[config.mk]
export PLATFORM = sky130hd
export DESIGN_NAME = battery_level_monitor
export DESIGN_NICKNAME = d
export VERILOG_FILES = /design/src/rtl/core/blm_pkg.sv /design/src/rtl/core/blm_ctrl.sv /design/src/rtl/core/blm_datapath.sv /design/src/rtl/core/battery_level_monitor.sv
export SDC_FILE = /design/constraint.sdc
export NUM_CORES = 1
export LEC_CHECK = 0
export ABC_AREA = 1
export BUFFER_PORTS_ARGS = -buffer_cell sky130_fd_sc_hd__buf_2
export CAP_MARGIN = 15
export CORE_MARGIN = 2
export CORE_UTILIZATION = 35
export CTS_BUF_LIST = sky130_fd_sc_hd__clkbuf_2 sky130_fd_sc_hd__clkbuf_4 sky130_fd_sc_hd__clkbuf_8
export CTS_CLUSTER_SIZE = 24
export DETAILED_ROUTE_END_ITERATION = 6
export PLACE_DENSITY = 0.49
export SLEW_MARGIN = 20
export SYNTH_ARGS = -nofsm -noshare
export SYNTH_HDL_FRONTEND = slang
export SYNTH_HIERARCHICAL = 1
export SYNTH_SLANG_ARGS = --single-unit
[constraint.sdc]
create_clock -name clk_i -period 2.55 [get_ports clk_i]
set_input_delay 0 -clock clk_i [delete_from_list [all_inputs] [get_ports clk_i]]
set_output_delay 0 -clock clk_i [all_outputs]
set_load 0.02 [all_outputs]
[src/rtl/core/blm_pkg.sv]
`timescale 1ns / 1ps

package blm_pkg;

  // Field and state widths
  localparam int ADC_BITS    = 12;
  localparam int INTERVAL_W  = 16;
  localparam int LEVEL_W     = 20;
  localparam int CFG_IDX_W   = 8;
  localparam int CFG_DATA_W  = 20;
  localparam int TAKEN_W     = 8;
  localparam int STREAK_W    = 2;

  // Averaging and shutdown policy
  localparam logic [TAKEN_W-1:0]  SAMPLES_PER_AVERAGE = 8'd200;
  localparam logic [STREAK_W-1:0] LOW_LIMIT           = 2'd3;

  // Restoring divider: one quotient bit per cycle
  localparam int DIV_STEPS = LEVEL_W;
  localparam int DIV_CNT_W = $clog2(DIV_STEPS);
  localparam logic [DIV_CNT_W-1:0] DIV_LAST = DIV_CNT_W'(DIV_STEPS - 1);

  // Register indexes
  localparam logic [CFG_IDX_W-1:0] REG_SAMPLE_INTERVAL = 8'd0;
  localparam logic [CFG_IDX_W-1:0] REG_SCALE_DIVISOR   = 8'd1;
  localparam logic [CFG_IDX_W-1:0] REG_WARN_LEVEL      = 8'd2;
  localparam logic [CFG_IDX_W-1:0] REG_OFF_LEVEL       = 8'd3;

  // Register reset values
  localparam logic [INTERVAL_W-1:0] INTERVAL_RST = 16'd10;
  localparam logic [LEVEL_W-1:0]    DIVISOR_RST  = 20'd200;

  typedef struct packed {
    logic accept;
    logic div_start;
    logic div_step;
    logic finish;
    logic emit;
  } blm_cmd_t;

  typedef struct packed {
    logic avg_due;
    logic out_free;
  } blm_status_t;

endpackage

[src/rtl/core/blm_ctrl.sv]
`timescale 1ns / 1ps

module blm_ctrl (
  input  logic                 clk_i,
  input  logic                 rst_ni,
  input  logic                 in_valid_i,
  output logic                 in_stall_o,
  input  blm_pkg::blm_status_t status_i,
  output blm_pkg::blm_cmd_t    cmd_o
);

  localparam logic [2:0] ST_IDLE  = 3'd0;
  localparam logic [2:0] ST_CHECK = 3'd1;
  localparam logic [2:0] ST_DIV   = 3'd2;
  localparam logic [2:0] ST_FIN   = 3'd3;
  localparam logic [2:0] ST_EMIT  = 3'd4;

  logic [2:0]                   state_q, state_d;
  logic [blm_pkg::DIV_CNT_W-1:0] cnt_q, cnt_d;

  assign in_stall_o = (state_q != ST_IDLE);

  always_comb begin
    state_d = state_q;
    cnt_d   = cnt_q;
    cmd_o   = '0;
    case (state_q)
      ST_IDLE: begin
        if (in_valid_i) begin
          cmd_o.accept = 1'b1;
          state_d      = ST_CHECK;
        end
      end
      ST_CHECK: begin
        if (status_i.avg_due) begin
          cmd_o.div_start = 1'b1;
          cnt_d           = '0;
          state_d         = ST_DIV;
        end else begin
          state_d = ST_EMIT;
        end
      end
      ST_DIV: begin
        cmd_o.div_step = 1'b1;
        cnt_d          = cnt_q + 1'b1;
        if (cnt_q == blm_pkg::DIV_LAST) begin
          state_d = ST_FIN;
        end
      end
      ST_FIN: begin
        cmd_o.finish = 1'b1;
        state_d      = ST_EMIT;
      end
      ST_EMIT: begin
        if (status_i.out_free) begin
          cmd_o.emit = 1'b1;
          state_d    = ST_IDLE;
        end
      end
      default: begin
        state_d = ST_IDLE;
      end
    endcase
  end

  always_ff @(posedge clk_i or negedge rst_ni) begin
    if (!rst_ni) begin
      state_q <= ST_IDLE;
      cnt_q   <= '0;
    end else begin
      state_q <= state_d;
      cnt_q   <= cnt_d;
    end
  end

endmodule

[src/rtl/core/blm_datapath.sv]
`timescale 1ns / 1ps

module blm_datapath (
  input  logic                                clk_i,
  input  logic                                rst_ni,
  input  logic [blm_pkg::ADC_BITS-1:0]        adc_sample_i,
  input  logic                                cfg_valid_i,
  input  logic [blm_pkg::CFG_IDX_W-1:0]       cfg_index_i,
  input  logic [blm_pkg::CFG_DATA_W-1:0]      cfg_data_i,
  input  logic                                out_stall_i,
  output logic                                out_valid_o,
  output logic                                level_valid_o,
  output logic [blm_pkg::LEVEL_W-1:0]         level_o,
  output logic                                warn_active_o,
  output logic                                shutdown_o,
  input  blm_pkg::blm_cmd_t                   cmd_i,
  output blm_pkg::blm_status_t                status_o
);

  localparam int LW = blm_pkg::LEVEL_W;

  // Configuration registers
  logic [blm_pkg::INTERVAL_W-1:0] interval_cfg_q;
  logic [LW-1:0]                  divisor_q;
  logic [LW-1:0]                  warn_level_q;
  logic [LW-1:0]                  off_level_q;

  // Monitor state
  logic [blm_pkg::INTERVAL_W-1:0] ticks_q;
  logic [LW-1:0]                  sum_q;
  logic [blm_pkg::TAKEN_W-1:0]    taken_q;
  logic [LW-1:0]                  last_level_q;
  logic [blm_pkg::STREAK_W-1:0]   streak_q;
  logic                           warn_q;
  logic                           shutdown_q;
  logic                           avg_q;

  // Divider
  logic [LW-1:0] rem_q;
  logic [LW-1:0] quo_q;

  // Output register
  logic          out_valid_q;
  logic          out_lv_q;
  logic [LW-1:0] out_level_q;
  logic          out_warn_q;
  logic          out_shutdown_q;

  logic [blm_pkg::INTERVAL_W-1:0] ticks_inc;
  logic                           take;
  logic [LW:0]                    sum_wide;
  logic [LW-1:0]                  sum_sat;
  logic [blm_pkg::TAKEN_W-1:0]    taken_inc;
  logic [LW:0]                    trial;
  logic [LW+1:0]                  diff;
  logic                           ge;
  logic                           is_low;
  logic [blm_pkg::STREAK_W-1:0]   streak_next;

  assign ticks_inc = (ticks_q == '1) ? ticks_q : ticks_q + 1'b1;
  assign take      = (ticks_inc >= interval_cfg_q);
  assign sum_wide  = {1'b0, sum_q} + (LW+1)'(adc_sample_i);
  assign sum_sat   = sum_wide[LW] ? '1 : sum_wide[LW-1:0];
  assign taken_inc = taken_q + 1'b1;

  // One restoring step: shift in the next dividend bit and try the subtract.
  // A zero divisor always succeeds, so the quotient comes out all ones.
  assign trial = {rem_q, quo_q[LW-1]};
  assign diff  = {1'b0, trial} - {2'b00, divisor_q};
  assign ge    = ~diff[LW+1];

  assign is_low      = (quo_q <= off_level_q);
  assign streak_next = !is_low ? '0 :
                       (streak_q < blm_pkg::LOW_LIMIT) ? streak_q + 1'b1 : streak_q;

  assign status_o.avg_due  = avg_q;
  assign status_o.out_free = ~out_valid_q | ~out_stall_i;

  assign out_valid_o   = out_valid_q;
  assign level_valid_o = out_lv_q;
  assign level_o       = out_level_q;
  assign warn_active_o = out_warn_q;
  assign shutdown_o    = out_shutdown_q;

  always_ff @(posedge clk_i or negedge rst_ni) begin
    if (!rst_ni) begin
      interval_cfg_q <= blm_pkg::INTERVAL_RST;
      divisor_q      <= blm_pkg::DIVISOR_RST;
      warn_level_q   <= '0;
      off_level_q    <= '0;
    end else if (cfg_valid_i) begin
      case (cfg_index_i)
        blm_pkg::REG_SAMPLE_INTERVAL: interval_cfg_q <= cfg_data_i[blm_pkg::INTERVAL_W-1:0];
        blm_pkg::REG_SCALE_DIVISOR:   divisor_q      <= cfg_data_i;
        blm_pkg::REG_WARN_LEVEL:      warn_level_q   <= cfg_data_i;
        blm_pkg::REG_OFF_LEVEL:       off_level_q    <= cfg_data_i;
        default: begin
        end
      endcase
    end
  end

  always_ff @(posedge clk_i or negedge rst_ni) begin
    if (!rst_ni) begin
      ticks_q      <= '0;
      sum_q        <= '0;
      taken_q      <= '0;
      last_level_q <= '0;
      streak_q     <= '0;
      warn_q       <= 1'b0;
      shutdown_q   <= 1'b0;
      avg_q        <= 1'b0;
    end else if (cmd_i.accept) begin
      if (take) begin
        ticks_q <= '0;
        sum_q   <= sum_sat;
        taken_q <= taken_inc;
        avg_q   <= (taken_inc >= blm_pkg::SAMPLES_PER_AVERAGE);
      end else begin
        ticks_q <= ticks_inc;
        avg_q   <= 1'b0;
      end
    end else if (cmd_i.finish) begin
      last_level_q <= quo_q;
      warn_q       <= (quo_q < warn_level_q);
      streak_q     <= streak_next;
      if (streak_next >= blm_pkg::LOW_LIMIT) begin
        shutdown_q <= 1'b1;
      end
      sum_q   <= '0;
      taken_q <= '0;
    end
  end

  always_ff @(posedge clk_i) begin
    if (cmd_i.div_start) begin
      rem_q <= '0;
      quo_q <= sum_q;
    end else if (cmd_i.div_step) begin
      rem_q <= ge ? diff[LW-1:0] : trial[LW-1:0];
      quo_q <= {quo_q[LW-2:0], ge};
    end
  end

  always_ff @(posedge clk_i or negedge rst_ni) begin
    if (!rst_ni) begin
      out_valid_q <= 1'b0;
    end else if (cmd_i.emit) begin
      out_valid_q <= 1'b1;
    end else if (!out_stall_i) begin
      out_valid_q <= 1'b0;
    end
  end

  // On an average tick, finish has set the level and flags before the beat is loaded.
  always_ff @(posedge clk_i or negedge rst_ni) begin
    if (!rst_ni) begin
      out_lv_q       <= 1'b0;
      out_level_q    <= '0;
      out_warn_q     <= 1'b0;
      out_shutdown_q <= 1'b0;
    end else if (cmd_i.emit) begin
      out_lv_q       <= avg_q;
      out_level_q    <= last_level_q;
      out_warn_q     <= warn_q;
      out_shutdown_q <= shutdown_q;
    end
  end

endmodule

[src/rtl/core/battery_level_monitor.sv]
`timescale 1ns / 1ps

// Averaging undervoltage monitor. Each input beat is one millisecond tick carrying
// the converter reading; every accepted beat yields exactly one output beat.
// Input channel: in_valid_i / in_stall_o with adc_sample_i. Output channel:
// out_valid_o / out_stall_i with level_valid_o, level_o, warn_active_o, shutdown_o.
// Configuration: cfg_valid_i / cfg_ready_o with cfg_index_i and cfg_data_i; write
// only while no tick is in flight. Unknown indexes are ignored.
// An ordinary tick passes from acceptance through a check state to the emit state.
// A tick that completes an average also passes through the restoring divider, one
// quotient bit per cycle over the 20-bit level, and a finish step that updates the
// level and flags before the emit.
// One tick is processed at a time. The next tick may be taken while the previous
// result waits at the output.
// If the receiver stalls, the output beat holds and the next result waits in the
// controller until the output register frees.
// Reset clears the configuration to its defaults (interval 10, divisor 200,
// thresholds 0), the sum, counters, level, warning and the shutdown latch.
module battery_level_monitor (
  input  logic                             clk_i,
  input  logic                             rst_ni,
  input  logic                             in_valid_i,
  output logic                             in_stall_o,
  input  logic [blm_pkg::ADC_BITS-1:0]     adc_sample_i,
  output logic                             out_valid_o,
  input  logic                             out_stall_i,
  output logic                             level_valid_o,
  output logic [blm_pkg::LEVEL_W-1:0]      level_o,
  output logic                             warn_active_o,
  output logic                             shutdown_o,
  input  logic                             cfg_valid_i,
  output logic                             cfg_ready_o,
  input  logic [blm_pkg::CFG_IDX_W-1:0]    cfg_index_i,
  input  logic [blm_pkg::CFG_DATA_W-1:0]   cfg_data_i
);

  blm_pkg::blm_cmd_t    cmd;
  blm_pkg::blm_status_t status;

  assign cfg_ready_o = 1'b1;

  blm_ctrl u_ctrl (
    .clk_i      (clk_i),
    .rst_ni     (rst_ni),
    .in_valid_i (in_valid_i),
    .in_stall_o (in_stall_o),
    .status_i   (status),
    .cmd_o      (cmd)
  );

  blm_datapath u_datapath (
    .clk_i         (clk_i),
    .rst_ni        (rst_ni),
    .adc_sample_i  (adc_sample_i),
    .cfg_valid_i   (cfg_valid_i),
    .cfg_index_i   (cfg_index_i),
    .cfg_data_i    (cfg_data_i),
    .out_stall_i   (out_stall_i),
    .out_valid_o   (out_valid_o),
    .level_valid_o (level_valid_o),
    .level_o       (level_o),
    .warn_active_o (warn_active_o),
    .shutdown_o    (shutdown_o),
    .cmd_i         (cmd),
    .status_o      (status)
  );

endmodule

==> summary.txt <==
Outcome
  – Status: finished, violations left
  – Failing checks: negative setup slack

STA
  – Worst-Margin Slew: 844 ps
  – Final Slew Violations: 0
  – Final Setup Violations: 44
  – Max Fclk: 373 MHz
  – Max-slew headroom: between 40% and 50%
  – RSZ-0062 raised after global routing: true
  – Setup ws final: -128 ps
  – Final min period: 2680 ps
  – Final hold vios: 0
  – Period utilisation layout: 105%
  – Skew final: 25.4 ps

Power
  – Combinational share of power: 37.1%
  – Pwr/cell area: 764 nW/um^2
  – Peak VDD IR: 0.403 mV
  – Clock power share: 29.4%
  – Net Switching: about 4.5 mW
  – Switching share of power: 36.7%
  – Internal power: a little under 8 mW
  – Final Power: 12.3 mW
  – Reg power frac: 33.5%
  – LEAKAGE: about 8.4 nW

Clock tree
  – Clock sink total: 217
  – CTS buffer count: 40
  – Clock latency at the later pin of the worst-skew pair: 570 ps
  – Htree depth: 2
  – CTS tree: built
  – Clock transition at path regs: 60 ps
  – Clock Tree Root: clkbuf_8
  – Max Buffers Root-to-Sink: 3

Critical path
  – Worst setup SP type: flop
  – Crit path capture type: flop
  – CP arrival: 3120 ps
  – Most frequent CP cell: nand2_1
  – Kind of critical path: flop to flop
  – CP peak stage delay: 410 ps
  – Max FO, Critical Path: 6
  – CP required: 2990 ps
  – CP max stage cell: dfrtp_2
  – Critical path, cell by cell: ha_4 -> nand3_4 -> nor2_4 -> buf_6 -> nand4_4 -> o21ai_2 -> inv_2 -> ha_4 -> inv_1 -> o21bai_1 -> nand2_1 -> nand2_1 -> nand2_1 -> nand2_1 -> nand2_2 -> nand3_4 -> nand2_8 -> clkbuf_16 -> nand3_2 -> nand2_1

Logic synthesis
  – Ys Warns: 6
  – Primary FF master, synth: dfrtp_1
  – Register bit total from synthesis: 217
  – Post-synth EDFFs: 20
  – Synth Net Count: 1923
  – Post-Synth XOR/XNOR Area: 1.75%
  – Post-synthesis compound-gate area fraction: 8.64%
  – Avg Inst Size Synth: 7.30 um^2
  – Cells after synthesis: between 1500 and 2000
  – Netlist cell types: 43
  – Largest family of logic cells by synthesized area: simple AND/OR/NAND/NOR gates
  – Post-synthesis mux area share: 0.0864%
  – Post-synth ARST share: about 82%
  – Sequential share of the synthesized area: about two fifths
  – Synth Cell Area: 13000 um^2
  – Simple-gate share of the synthesized area: 28.2%
  – Post-synthesis adder-cell area fraction: 9.05%

Routing
  – Pre-antenna DRT Iters: 4
  – Initial DRC Count: 636
  – Routed WL per cell: 14.4 um
  – Met2 Routed Length: 17.3 mm
  – Vias per cell: around 4.7
  – Post-DRT Antenna Nets: 0
  – Uppermost layer routed: met4
  – Metal3 WL: 892 um
  – Vias post-DR: 11589
  – # DRC: 0
  – DRT met1 WL: roughly 17 mm
  – Drt total wl: 35.5 mm

Global route
  – GRT Resource Usage Total: 18.7%
  – Total gr overflow: 0
  – Vias in the first global route: 11445
  – Global-route wire length before repair: 58.4 mm
  – Largest net degree at the start of global routing: between 60 and 70
  – Initial antenna violation count: 0

Floorplanning
  – Area of the core: approximately 37000 um^2
  – Die span in x: just under 200 um
  – Std-Cell Rows: 70
  – Starting Density: 35.6%
  – Die Span Y: slightly below 200 um
  – I/O pin total: 71
  – Die area: 38800 um^2

Min path
  – Worst Hold Class: input port to flop

Placement
  – Detailed Place HPWL: roughly 26 mm
  – Gpl congestion: 0.840
  – IO Port Bufs: 69
  – Dpl cells: 2349
  – Setup WS pre-CTS: -339 ps

Final layout
  – Finished Layout Cells: roughly 2500
  – Nets@finish: between 2000 and 2500
  – Area grow syn2layout: 23.5%
  – Layout cells sized above 1: 16.3%
  – Antenna Cells: 0

Flow run
  – Max_cap viols: 0
-- logic make-up (layout without fill, tap and decap cells) --
group / after synthesis / after routing
other: 1 / 1
DFF: 217 / 217
AOI/OAI and AO/OA: 216 / 216
xor gates and xnor gates: 26 / 26
and+or+nand+nor: 879 / 879
muxes: 1 / 1
buffers and inverters: 352 / 568
adders and majority gates: 93 / 93
-- cell usage in the layout (no fill, tap or decap), types with 42 or more instances in the layout --
cell type  netlist  routed
nand2_1        595     587
inv_1          295     293
dfrtp_1        172     169
o21ai_0        141     134
nand3_1        138     125
ha_1            91      86
buf_4            6      77
buf_2            7      68
nor2_1          72      64
clkbuf_8         0      54
a21oi_1         48      42
-- critical path: cells and delay by family, from the launching register on --
family / cells / cell delay (ps)
AO/OA/AOI/OAI: 2 / 320
adder cells (fa/ha/maj): 2 / 420
buffers and inverters: 4 / 400
flip-flops: 1 / 410
AND/OR/NAND/NOR: 12 / 1020
-- power by group through the flow --
stage               Sequential, mW  Clock, mW  Combinational (mW)
floorplan                     4.07          0                2.63
global placement              4.14          0                3.77
detailed placement            4.15          0                3.79
CTS                           4.09       3.73                3.98
global route                  4.16       3.91                5.14
finish                        4.12       3.61                4.56
-- synth_stat cells (9+ instances only) --
master	instances	area, um^2
clkbuf_1	32	120
nand3_1	138	691
nor2_1	72	270
nand2_1	595	2230
ha_1	91	1140
nand4_1	31	194
o21ai_1	9	45.0
xnor2_1	10	87.6
inv_1	295	1110
nor3_1	18	90.1
o21ai_0	141	706
xor2_1	16	140
dfxtp_1	20	400
a21oi_1	48	240
edfxtp_1	20	601
o22ai_1	9	56.3
dfrtp_1	172	4300
-- registers in the layout, summed over array words and instances, names as in the netlist, 20 cells and up --
register	count
u_datapath/last_level_q	20
u_datapath/warn_level_q	20
u_datapath/off_level_q	20
u_datapath/level_o	20
u_datapath/quo_q	20
u_datapath/divisor_q	20
u_datapath/sum_q	20
u_datapath/rem_q	20
-- per-layer routing --
layer / GRT usage [%] / vias to the layer above
li1: - / 6021
met1: 24.7 / 5399
met2: 32.7 / 129
met3: 2.53 / 40
met4: 4.29 / 0
met5: 0 / -
-- cell type report --
type	count	area [um^2]
Sequential cell	217	5440
Timing Repair Buffer	192	1490
Clock buffer	67	835
Multi-Input combinational cell	1216	6550
Clock inverter	7	47.5
Tap cell	468	586
Fill cell	3748	20500
Inverter	302	1150
-- worst paths after layout --
kind | end | start | slack (ps) | depth (start not counted)
max | u_datapath/sum_q[0] | u_datapath/ticks_q[0] | -130 | 20
min | u_datapath/sum_q[2] | adc_sample_i[2] | 40 | 6
max reg2reg | u_datapath/sum_q[0] | u_datapath/ticks_q[0] | -130 | 20
min reg2reg | u_datapath/shutdown_q | u_datapath/shutdown_q | 450 | 2
max in group asynchronous | u_datapath/ticks_q[8] | rst_ni | 1010 | 4
min in group asynchronous | u_datapath/taken_q[2] | rst_ni | 540 | 3
-- stage by stage --
step	area, um^2	hold WS [ps]	setup TNS [ps]	utilization (%)
2_1_floorplan	13100	-296	-2050	-
3_3_place_gp	14400	42.9	-9130	39.4
3_5_place_dp	14400	48.7	-10510	39.4
4_1_cts	15700	7.83	-4730	42.9
5_1_grt	16100	70.4	-12480	44.0
6_report	16100	35.6	-4160	44.0
-- repair_timing --
action / in CTS / in global routing
gates resized for setup: 20 / 57
hold buffers: 32 / 0
setup buffers: 2 / 9
pin swaps: 6 / 29
gates cloned: 0 / 3
hold endpoints to repair: 227 / 0
endpoints found under the setup margin: 44 / 45
Power figures use the tool's default switching activity.
